[config.mk]
export PLATFORM = sky130hd
export DESIGN_NAME = six_bit_text_encoder
export DESIGN_NICKNAME = d
export VERILOG_FILES = /design/src/hdl/ste_pkg.sv /design/src/hdl/six_bit_text_encoder.sv /design/src/hdl/ste_core.sv /design/src/hdl/ste_obuf.sv
export SDC_FILE = /design/constraint.sdc
export NUM_CORES = 1
export LEC_CHECK = 0
export ABC_AREA = 1
export BUFFER_PORTS_ARGS = -buffer_cell sky130_fd_sc_hd__buf_2
export CORE_MARGIN = 2
export CORE_UTILIZATION = 45
export DETAILED_ROUTE_END_ITERATION = 16
export PLACE_DENSITY = 0.75
export SYNTH_ARGS = -nofsm -noshare
export SYNTH_HDL_FRONTEND = slang
export SYNTH_HIERARCHICAL = 1
export SYNTH_SLANG_ARGS = --single-unit
[constraint.sdc]
create_clock -name aclk -period 9.8 [get_ports aclk]
set_clock_uncertainty 0.1 [all_clocks]
set_input_delay 2.94 -clock aclk [delete_from_list [all_inputs] [get_ports aclk]]
set_output_delay 2.94 -clock aclk [all_outputs]
set_load 0.005 [all_outputs]
[src/hdl/ste_pkg.sv]
// ----------------------------------------------------------------------------
// ste_pkg
// Shared widths, constants and result type for the six-bit text encoder.
// ----------------------------------------------------------------------------
`default_nettype none

package ste_pkg;

    localparam int STE_COUNT_BITS = 16;
    localparam int LIMIT_W        = 16;
    localparam int CHAR_W         = 7;

    localparam logic [LIMIT_W-1:0] LIMIT_RESET = 16'hffff;
    localparam logic [CHAR_W-1:0]  CHAR_BIAS   = 7'h3c;
    localparam logic [5:0]         GROUP_MASK  = 6'h3f;

    // Group phase codes: bytes already taken in the current 3-byte group
    localparam logic [1:0] PHASE_0 = 2'd0;
    localparam logic [1:0] PHASE_1 = 2'd1;
    localparam logic [1:0] PHASE_2 = 2'd2;

    // Number of results produced by one byte
    localparam logic [1:0] NUM_NONE = 2'd0;
    localparam logic [1:0] NUM_ONE  = 2'd1;
    localparam logic [1:0] NUM_TWO  = 2'd2;

    typedef struct packed {
        logic [CHAR_W-1:0] code_char;
        logic              has_char;
        logic              last_char;
    } ste_res_t;

endpackage

`default_nettype wire

[src/hdl/six_bit_text_encoder.sv]
// ----------------------------------------------------------------------------
// six_bit_text_encoder
// Packs bytes big-endian into 6-bit groups sent out as characters (group+60).
// ----------------------------------------------------------------------------
//  channel  direction  content
//  s_*      in         data_byte in tdata, last_byte in tlast
//  m_*      out        code_char in tdata, has_char in tuser, last_char in tlast
//  cfg_*    in         output_limit, written at any edge with cfg_wr_en high
//
//  A byte's first character appears on m_* in the cycle after its acceptance.
//  Bytes that yield at most one result stream at one per cycle unless m_*
//  stalls; a byte with two results holds the two-slot result register until
//  both are taken. Reset clears the packing state and result count and sets
//  the limit to 65535. A stall on m_* holds s_tready low with results pending.
// ----------------------------------------------------------------------------
`default_nettype none

module six_bit_text_encoder import ste_pkg::*; #(
    parameter int COUNT_BITS = STE_COUNT_BITS
) (
    input  wire logic               aclk,
    input  wire logic               aresetn,

    input  wire logic               cfg_wr_en,
    input  wire logic [LIMIT_W-1:0] cfg_wr_data,   // output_limit

    input  wire logic               s_tvalid,
    output logic                    s_tready,
    input  wire logic [7:0]         s_tdata,       // [7:0] data_byte
    input  wire logic               s_tlast,       // last_byte

    output logic                    m_tvalid,
    input  wire logic               m_tready,
    output logic [7:0]              m_tdata,       // [6:0] code_char, [7] zero
    output logic [0:0]              m_tuser,       // [0] has_char
    output logic                    m_tlast        // last_char
);

    logic [LIMIT_W-1:0] limit_reg;
    logic               take;
    ste_res_t           res0, res1, out_res;
    logic [1:0]         num_res;

    always_ff @(posedge aclk) begin
        if (!aresetn) begin
            limit_reg <= LIMIT_RESET;
        end else if (cfg_wr_en) begin
            limit_reg <= cfg_wr_data;
        end
    end

    assign take = s_tvalid && s_tready;

    ste_core #(
        .COUNT_BITS (COUNT_BITS)
    ) u_core (
        .aclk         (aclk),
        .aresetn      (aresetn),
        .take         (take),
        .data_byte    (s_tdata),
        .last_byte    (s_tlast),
        .output_limit (limit_reg),
        .res0         (res0),
        .res1         (res1),
        .num_res      (num_res)
    );

    ste_obuf u_obuf (
        .aclk       (aclk),
        .aresetn    (aresetn),
        .load       (take),
        .num_res    (num_res),
        .res0       (res0),
        .res1       (res1),
        .load_ready (s_tready),
        .out_valid  (m_tvalid),
        .out_ready  (m_tready),
        .out_res    (out_res)
    );

    assign m_tdata = {1'b0, out_res.code_char};
    assign m_tuser = out_res.has_char;
    assign m_tlast = out_res.last_char;

endmodule

`default_nettype wire

[src/hdl/ste_core.sv]
// ----------------------------------------------------------------------------
// ste_core
// Byte-to-character step: packing state, output limit and end-of-buffer flush.
// ----------------------------------------------------------------------------
`default_nettype none

module ste_core import ste_pkg::*; #(
    parameter int COUNT_BITS = STE_COUNT_BITS
) (
    input  wire logic               aclk,
    input  wire logic               aresetn,
    input  wire logic               take,
    input  wire logic [7:0]         data_byte,
    input  wire logic               last_byte,
    input  wire logic [LIMIT_W-1:0] output_limit,
    output ste_res_t                res0,
    output ste_res_t                res1,
    output logic [1:0]              num_res
);

    localparam int CMP_W = (COUNT_BITS > LIMIT_W) ? COUNT_BITS : LIMIT_W;
    localparam logic [COUNT_BITS-1:0] COUNT_MAX = {COUNT_BITS{1'b1}};

    logic [5:0]            leftover_reg, leftover_next;
    logic [1:0]            phase_reg, phase_next;
    logic [COUNT_BITS-1:0] chars_reg, chars_next;

    logic [5:0]            made, rest;
    logic [COUNT_BITS-1:0] chars_p1, chars_p2;
    logic                  room0, room1;

    assign chars_p1 = chars_reg + COUNT_BITS'(1);
    assign chars_p2 = chars_reg + COUNT_BITS'(2);

    // Effective limit is min(output_limit, counter max)
    assign room0 = (chars_reg != COUNT_MAX) &&
                   (CMP_W'(chars_reg) < CMP_W'(output_limit));
    assign room1 = room0 && (chars_p1 != COUNT_MAX) &&
                   (CMP_W'(chars_p1) < CMP_W'(output_limit));

    always_comb begin
        case (phase_reg)
            PHASE_0: begin
                made = leftover_reg | data_byte[7:2];
                rest = {data_byte[1:0], 4'b0000};
            end
            PHASE_1: begin
                made = leftover_reg | {2'b00, data_byte[7:4]};
                rest = {data_byte[3:0], 2'b00};
            end
            default: begin
                made = leftover_reg | {4'b0000, data_byte[7:6]};
                rest = data_byte[5:0] & GROUP_MASK;
            end
        endcase
    end

    always_comb begin
        res0          = '0;
        res1          = '0;
        num_res       = NUM_NONE;
        leftover_next = leftover_reg;
        phase_next    = phase_reg;
        chars_next    = chars_reg;

        if (room0) begin
            res0    = '{code_char: {1'b0, made} + CHAR_BIAS, has_char: 1'b1,
                        last_char: 1'b0};
            num_res = NUM_ONE;
            if (phase_reg inside {PHASE_0, PHASE_1}) begin
                chars_next    = chars_p1;
                leftover_next = rest;
                phase_next    = phase_reg + 2'd1;
                // flush the fresh leftover on the last byte if room remains
                if (last_byte && room1) begin
                    res1    = '{code_char: {1'b0, rest} + CHAR_BIAS, has_char: 1'b1,
                                last_char: 1'b0};
                    num_res = NUM_TWO;
                end
            end else begin
                chars_next    = chars_p1;
                leftover_next = '0;
                phase_next    = PHASE_0;
                // drop the second character when only one slot is left
                if (room1) begin
                    res1       = '{code_char: {1'b0, rest} + CHAR_BIAS, has_char: 1'b1,
                                   last_char: 1'b0};
                    num_res    = NUM_TWO;
                    chars_next = chars_p2;
                end
            end
        end

        if (last_byte) begin
            if (num_res == NUM_NONE) begin
                res0    = '{code_char: '0, has_char: 1'b0, last_char: 1'b1};
                num_res = NUM_ONE;
            end else if (num_res == NUM_TWO) begin
                res1.last_char = 1'b1;
            end else begin
                res0.last_char = 1'b1;
            end
            leftover_next = '0;
            phase_next    = PHASE_0;
            chars_next    = '0;
        end
    end

    always_ff @(posedge aclk) begin
        if (!aresetn) begin
            leftover_reg <= '0;
            phase_reg    <= PHASE_0;
            chars_reg    <= '0;
        end else if (take) begin
            leftover_reg <= leftover_next;
            phase_reg    <= phase_next;
            chars_reg    <= chars_next;
        end
    end

`ifndef SYNTHESIS
    a_phase_range: assert property (@(posedge aclk) disable iff (!aresetn)
        phase_reg <= PHASE_2)
        else $error("group phase out of range");

    a_last_clears: assert property (@(posedge aclk) disable iff (!aresetn)
        take && last_byte |=> phase_reg == PHASE_0 && chars_reg == '0 && leftover_reg == '0)
        else $error("state not cleared after last byte");

    a_phase0_no_left: assert property (@(posedge aclk) disable iff (!aresetn)
        phase_reg == PHASE_0 |-> leftover_reg == '0)
        else $error("leftover bits held at group start");
`endif

endmodule

`default_nettype wire

[src/hdl/ste_obuf.sv]
// ----------------------------------------------------------------------------
// ste_obuf
// Two-slot result register: holds the results of one byte and drains them.
// ----------------------------------------------------------------------------
`default_nettype none

module ste_obuf import ste_pkg::*; (
    input  wire logic       aclk,
    input  wire logic       aresetn,
    input  wire logic       load,
    input  wire logic [1:0] num_res,
    input  ste_res_t        res0,
    input  ste_res_t        res1,
    output logic            load_ready,
    output logic            out_valid,
    input  wire logic       out_ready,
    output ste_res_t        out_res
);

    ste_res_t   slot0_reg, slot0_next;
    ste_res_t   slot1_reg, slot1_next;
    logic [1:0] cnt_reg, cnt_next;
    logic       pop;

    assign out_valid  = (cnt_reg != NUM_NONE);
    assign out_res    = slot0_reg;
    assign pop        = out_valid && out_ready;
    // accept a new byte whenever the buffer will be empty at this edge
    assign load_ready = (cnt_reg == NUM_NONE) || (cnt_reg == NUM_ONE && out_ready);

    always_comb begin
        slot0_next = slot0_reg;
        slot1_next = slot1_reg;
        cnt_next   = cnt_reg;
        if (pop) begin
            slot0_next = slot1_reg;
            cnt_next   = cnt_reg - 2'd1;
        end
        if (load) begin
            slot0_next = res0;
            slot1_next = res1;
            cnt_next   = num_res;
        end
    end

    always_ff @(posedge aclk) begin
        if (!aresetn) begin
            cnt_reg <= NUM_NONE;
        end else begin
            cnt_reg <= cnt_next;
        end
    end

    always_ff @(posedge aclk) begin
        slot0_reg <= slot0_next;
        slot1_reg <= slot1_next;
    end

`ifndef SYNTHESIS
    a_cnt_range: assert property (@(posedge aclk) disable iff (!aresetn)
        cnt_reg <= NUM_TWO)
        else $error("result count out of range");

    a_load_empty: assert property (@(posedge aclk) disable iff (!aresetn)
        load |-> cnt_reg == NUM_NONE || (cnt_reg == NUM_ONE && pop))
        else $error("load would overwrite pending results");

    a_shift: assert property (@(posedge aclk) disable iff (!aresetn)
        pop && cnt_reg == NUM_TWO && !load |=> slot0_reg == $past(slot1_reg))
        else $error("second result not advanced");
`endif

endmodule

`default_nettype wire
# Word-level counts from Yosys, hierarchy flattened
# Index checks and enable logic that the tools add are counted.
# word_totals
elab_cells	77
inputBits	30
reg_bits	60
# classes
mux	34
n_bitwise	3
n_eq_ne	5
addsub	6
n_reduce_logical	16
magnitude_cmp	2
# op_table
operator	count
$mux 16	4
$mux 9	7
$lt 16x16->1	2
$ne 16x16->1 const B	2
$pmux 6 s2	2
$mux 2	11
$mux 6	3
$add 16x1->16 const B	1
$add 16x2->16 const B	1
$add 6x6->7 const B	2
$mux 8	1
$reduce_bool 2->1	4
$logic_and 1x1->1	7
$logic_not 2->1	3
$mux 1	6
$or 6x2->6	1
$or 6x4->6	1
$or 6x6->6	1
$eq 2x1->1 const B	2
$add 2x1->2 const B	1
$eq 2x2->1 const B	1
$reduce_and 2->1	1
$sub 2x1->2 const B	1
$logic_or 1x1->1	1

# Logic depth before layout (Yosys ltp)
# depth
ltp_word	13
depth_mapped	26

# By module
# The synthesis kept the hierarchy.
# modules_own_cells
module	seq_area_each_um2	n_inst	cells_each	area_per_inst_um2
ste_core	480.5	1	488	2942.8
ste_obuf	580.6	1	73	824.5
six_bit_text_encoder	320.3	1	74	686.9

# Worst setup path before layout
# OpenSTA, ideal clock, no wires.
# synth_timing
kind	input to output
from	input m_tready
to	output s_tready
setup_slack_ns	3.718
path_stages	2
arrival_time_ns	3.042
t_required_ns	6.760
cell_sequence	nand2_1 nand2_1
# synth_via
elab_chain_len	2
# synth_lines
element	line_no	rtl
start, declared	six_bit_text_encoder.sv:33	input wire logic m_tready,
$logic_and 1x1->1	ste_obuf.sv:29	assign load_ready = (cnt_reg == NUM_NONE) || (cnt_reg == NUM_ONE && out_ready);
$logic_or 1x1->1	ste_obuf.sv:29	
end, declared	six_bit_text_encoder.sv:28	output logic s_tready,
# Every way passes these cells.

# Final worst setup path
# Ends and elaborated chain as after synthesis.

==> qor.csv <==
metric;value;unit
Reg2Reg Launch Point;u_core/chars_reg[1];
WP data arrival;3.29;ns
initial antenna violation count;0;
worst path buffer plus inverter count;2;
initial cell density of the core;0.460;
cell family with the largest share of critical-path delay;buffers and inverters;
remaining design rule violation count;0;
Post-Route WL;10600;um
Min-Delay Path Class;flop to flop;
count of buffers from port buffering;40;
number of antenna repair diodes;0;
post_cts resized;0;
final total negative setup slack;0;ns
setup repair after global routing missed its margin;no;
first element of the critical path;m_tready;
period utilization;0.646;
post-CTS setup buffer count;0;
routability cong.;0.966;
number of global-route vias before repair;3904;
number of setup violations in the final report;0;
ys async rst share;0;
wire length per cell;13.2;um
slew at the pin closest to its max-slew limit;0.909;ns
total global-route track usage;0.214;
TritonCTS Buffers;9;
Clock Root Buffer;sky130_fd_sc_hd__clkbuf_8;
highest clock frequency the design can meet;0.158;GHz
hold path cells;2;
die width;103;um
CTS clock-pin slew for the worst setup and hold paths;0.07;ns
number of library cell types mapped by synthesis;40;
end of the worst register-to-register path;u_obuf/cnt_reg[0];
Cell Rows;36;
critical path endpoint category;output pin;
number of iterations in the first detailed-routing pass;5;
synthesized netlist net count;702;
remaining global-route overflow;0;
cell chain of the critical path;buf_2 -> nand2_1 -> nand2_1 -> buf_2;
critical path type;input pin to output pin;
worst-path maximum fanout;3;
wire length of the first global-routing pass;18200;um
total via count in the routed design;4213;
TritonCTS clock tree;done;
smallest hold slack;0.351;ns
post-layout min period;6.33;ns
final standard cell count with taps included and fillers excluded;802;
status;complete, no violations;
number of warnings issued by yosys;6;
clock latency on the worst-skew pair;0.35;ns
worst path required time;6.76;ns
cell internal power dissipation;0.000563;W
slowest library cell on the worst path;sky130_fd_sc_hd__buf_2;
Die Height;103;um
Leak Pwr;2.38;nW
Fillers;935;
combinational power share;0.269;
detailed placement HPWL;7780;um
longest individual stage delay on the worst path;0.12;ns
H-tree Lvls;3;
Tot Pwr;0.000841;W
maximum VDD drop;101;uV
most used flip-flop cell after synthesis;sky130_fd_sc_hd__dfxtp_1;
per-instance average area after synthesis;7.01;um^2
Max-Cap Viols;0;
area growth from synthesis to final layout;9.97;%
number of primary I/O pins;42;
worst r2r path cells;25;
post-layout net count;731;
fraction of final layout cells with drive strength greater than 1;0.163;
clock buffer depth;2;
headroom to the max-slew limit;0.394;
Sequential Power Share;0.397;
via density per instance;5.25;
Die Outline Area;10700;um^2
summed instance area of the synthesized netlist;4450;um^2
kind of start point of the critical path;input pin;
Core Region;9680;um^2
#FFs+latches synth;60;
pin count of the biggest net entering global routing;29;
number of placed cells counting well taps;786;
register-to-register setup slack;5.39;ns
final core area utilization;0.506;
fraction of the yosys area taken by sequential cells;0.310;
Hold EP;u_core/leftover_reg[1];
power density normalized to cell area;172;nW/um^2
Final Max Tran Viols;0;
clock share of power;0.334;
DRC violation total after the first TritonRoute iteration;309;
commonest cells after routing, fill and taps aside;sky130_fd_sc_hd__nand2_1 (188), sky130_fd_sc_hd__inv_1 (68), sky130_fd_sc_hd__nand3_1 (53);
count of endpoints failing hold in the final timing report;0;
fraction of power spent switching nets;0.330;
startpoint of the tightest hold check path;u_core/leftover_reg[1];
switching power summed over all nets;0.000278;W
cell count after synthesis;635;
Detail Route Antenna Nets;0;
Post-synth EDFFs;18;
# clock sinks;60;
number of buffers inserted for hold repair after clock tree synthesis;0;
most common library cell in the layout ignoring fill and taps;sky130_fd_sc_hd__nand2_1;
-- cell families after synthesis --
| group | after synthesis | synth area share |
|---|---|---|
| other | 1 | 0.000842 |
| DFF | 60 | 0.310 |
| xor gates and xnor gates | 17 | 0.0334 |
| buffers and inverters | 101 | 0.106 |
| adders and majority gates | 37 | 0.104 |
| AOI/OAI and AO/OA | 70 | 0.0871 |
| and+or+nand+nor | 349 | 0.359 |
-- power by group through the flow --
| stage | Clock, W | Sequential, W | Combinational [W] |
|---|---|---|---|
| final | 0.000281 | 0.000334 | 0.000226 |
| after CTS | 0.000285 | 0.000334 | 0.000227 |
| after global routing | 0.000298 | 0.000341 | 0.000264 |
| after floorplan | 0 | 0.000336 | 0.000170 |
| after global placement | 0 | 0.000339 | 0.000215 |
| after detailed placement | 0 | 0.000340 | 0.000225 |
-- cell usage after synthesis, types with 6 or more instances --
cell type                    n  share of area
sky130_fd_sc_hd__nor2_1     45          0.038
sky130_fd_sc_hd__dfxtp_1    42           0.19
sky130_fd_sc_hd__inv_1      68          0.057
sky130_fd_sc_hd__edfxtp_1   18           0.12
sky130_fd_sc_hd__nand2_2    14          0.020
sky130_fd_sc_hd__nor2_2     10          0.014
sky130_fd_sc_hd__inv_2       8         0.0067
sky130_fd_sc_hd__xor2_1     14          0.028
sky130_fd_sc_hd__a21oi_1    45          0.051
sky130_fd_sc_hd__nand2_1   188           0.16
sky130_fd_sc_hd__nand3_1    53          0.060
sky130_fd_sc_hd__nand3_2    12          0.027
sky130_fd_sc_hd__o21ai_0     6         0.0067
sky130_fd_sc_hd__ha_1       37           0.10
sky130_fd_sc_hd__buf_6       7          0.018
sky130_fd_sc_hd__nand4_1    16          0.022
-- worst register-to-register path: stages, from the launching register on --
cell,delay [ns]
sky130_fd_sc_hd__dfxtp_1,0.48
sky130_fd_sc_hd__ha_1,0.31
sky130_fd_sc_hd__nand2_1,0.09
sky130_fd_sc_hd__nor2_2,0.18
sky130_fd_sc_hd__nand2_1,0.16
sky130_fd_sc_hd__nor2_2,0.19
sky130_fd_sc_hd__nand3_1,0.12
sky130_fd_sc_hd__nand2_1,0.12
sky130_fd_sc_hd__inv_1,0.06
sky130_fd_sc_hd__ha_1,0.30
sky130_fd_sc_hd__nand2_1,0.07
sky130_fd_sc_hd__inv_1,0.04
sky130_fd_sc_hd__o21bai_1,0.12
sky130_fd_sc_hd__a21oi_1,0.09
sky130_fd_sc_hd__nor2_1,0.13
sky130_fd_sc_hd__nand3_1,0.10
sky130_fd_sc_hd__nor2_2,0.60
sky130_fd_sc_hd__nand2_2,0.31
sky130_fd_sc_hd__nor2_2,0.23
sky130_fd_sc_hd__inv_2,0.10
sky130_fd_sc_hd__nand2_1,0.07
sky130_fd_sc_hd__inv_1,0.03
sky130_fd_sc_hd__nand2_1,0.07
sky130_fd_sc_hd__o21ai_2,0.07
sky130_fd_sc_hd__nor2_1,0.12
sky130_fd_sc_hd__nor2_1,0.05
-- per-stage QoR --
stage	setup WS, ns	instance area (um^2)
floorplan	3.72	4450
global placement	3.47	4650
detailed placement	3.46	4650
CTS	3.46	4900
global route	3.42	4900
finish	3.47	4900
-- area by class of cell --
cell class / count / area [um^2] / area share
Clock buffer: 9 / 124 / 0.0253
Clock inverter: 7 / 124 / 0.0253
Inverter: 79 / 302 / 0.0616
Multi-Input combinational cell: 474 / 2600 / 0.531
Sequential cell: 60 / 1380 / 0.282
Tap cell: 133 / 166 / 0.0340
Timing Repair Buffer: 40 / 200 / 0.0409
-- layer usage --
| metal | routed length, um | track usage |
|---|---|---|
| met5 | 0 | 0 |
| met4 | 118 | 0.0628 |
| met3 | 567 | 0.0403 |
| met2 | 5200 | 0.374 |
| met1 | 4700 | 0.268 |
-- how the worst max path moves through the flow --
stage	end	slack, ns	cells past startpoint
floorplan	s_tready	3.72	2
global placement	s_tready	3.47	4
detailed placement	s_tready	3.46	4
CTS	s_tready	3.46	4
global route	s_tready	3.42	4
finish	s_tready	3.47	4
Note: power is estimated with default switching activity, not from simulation.
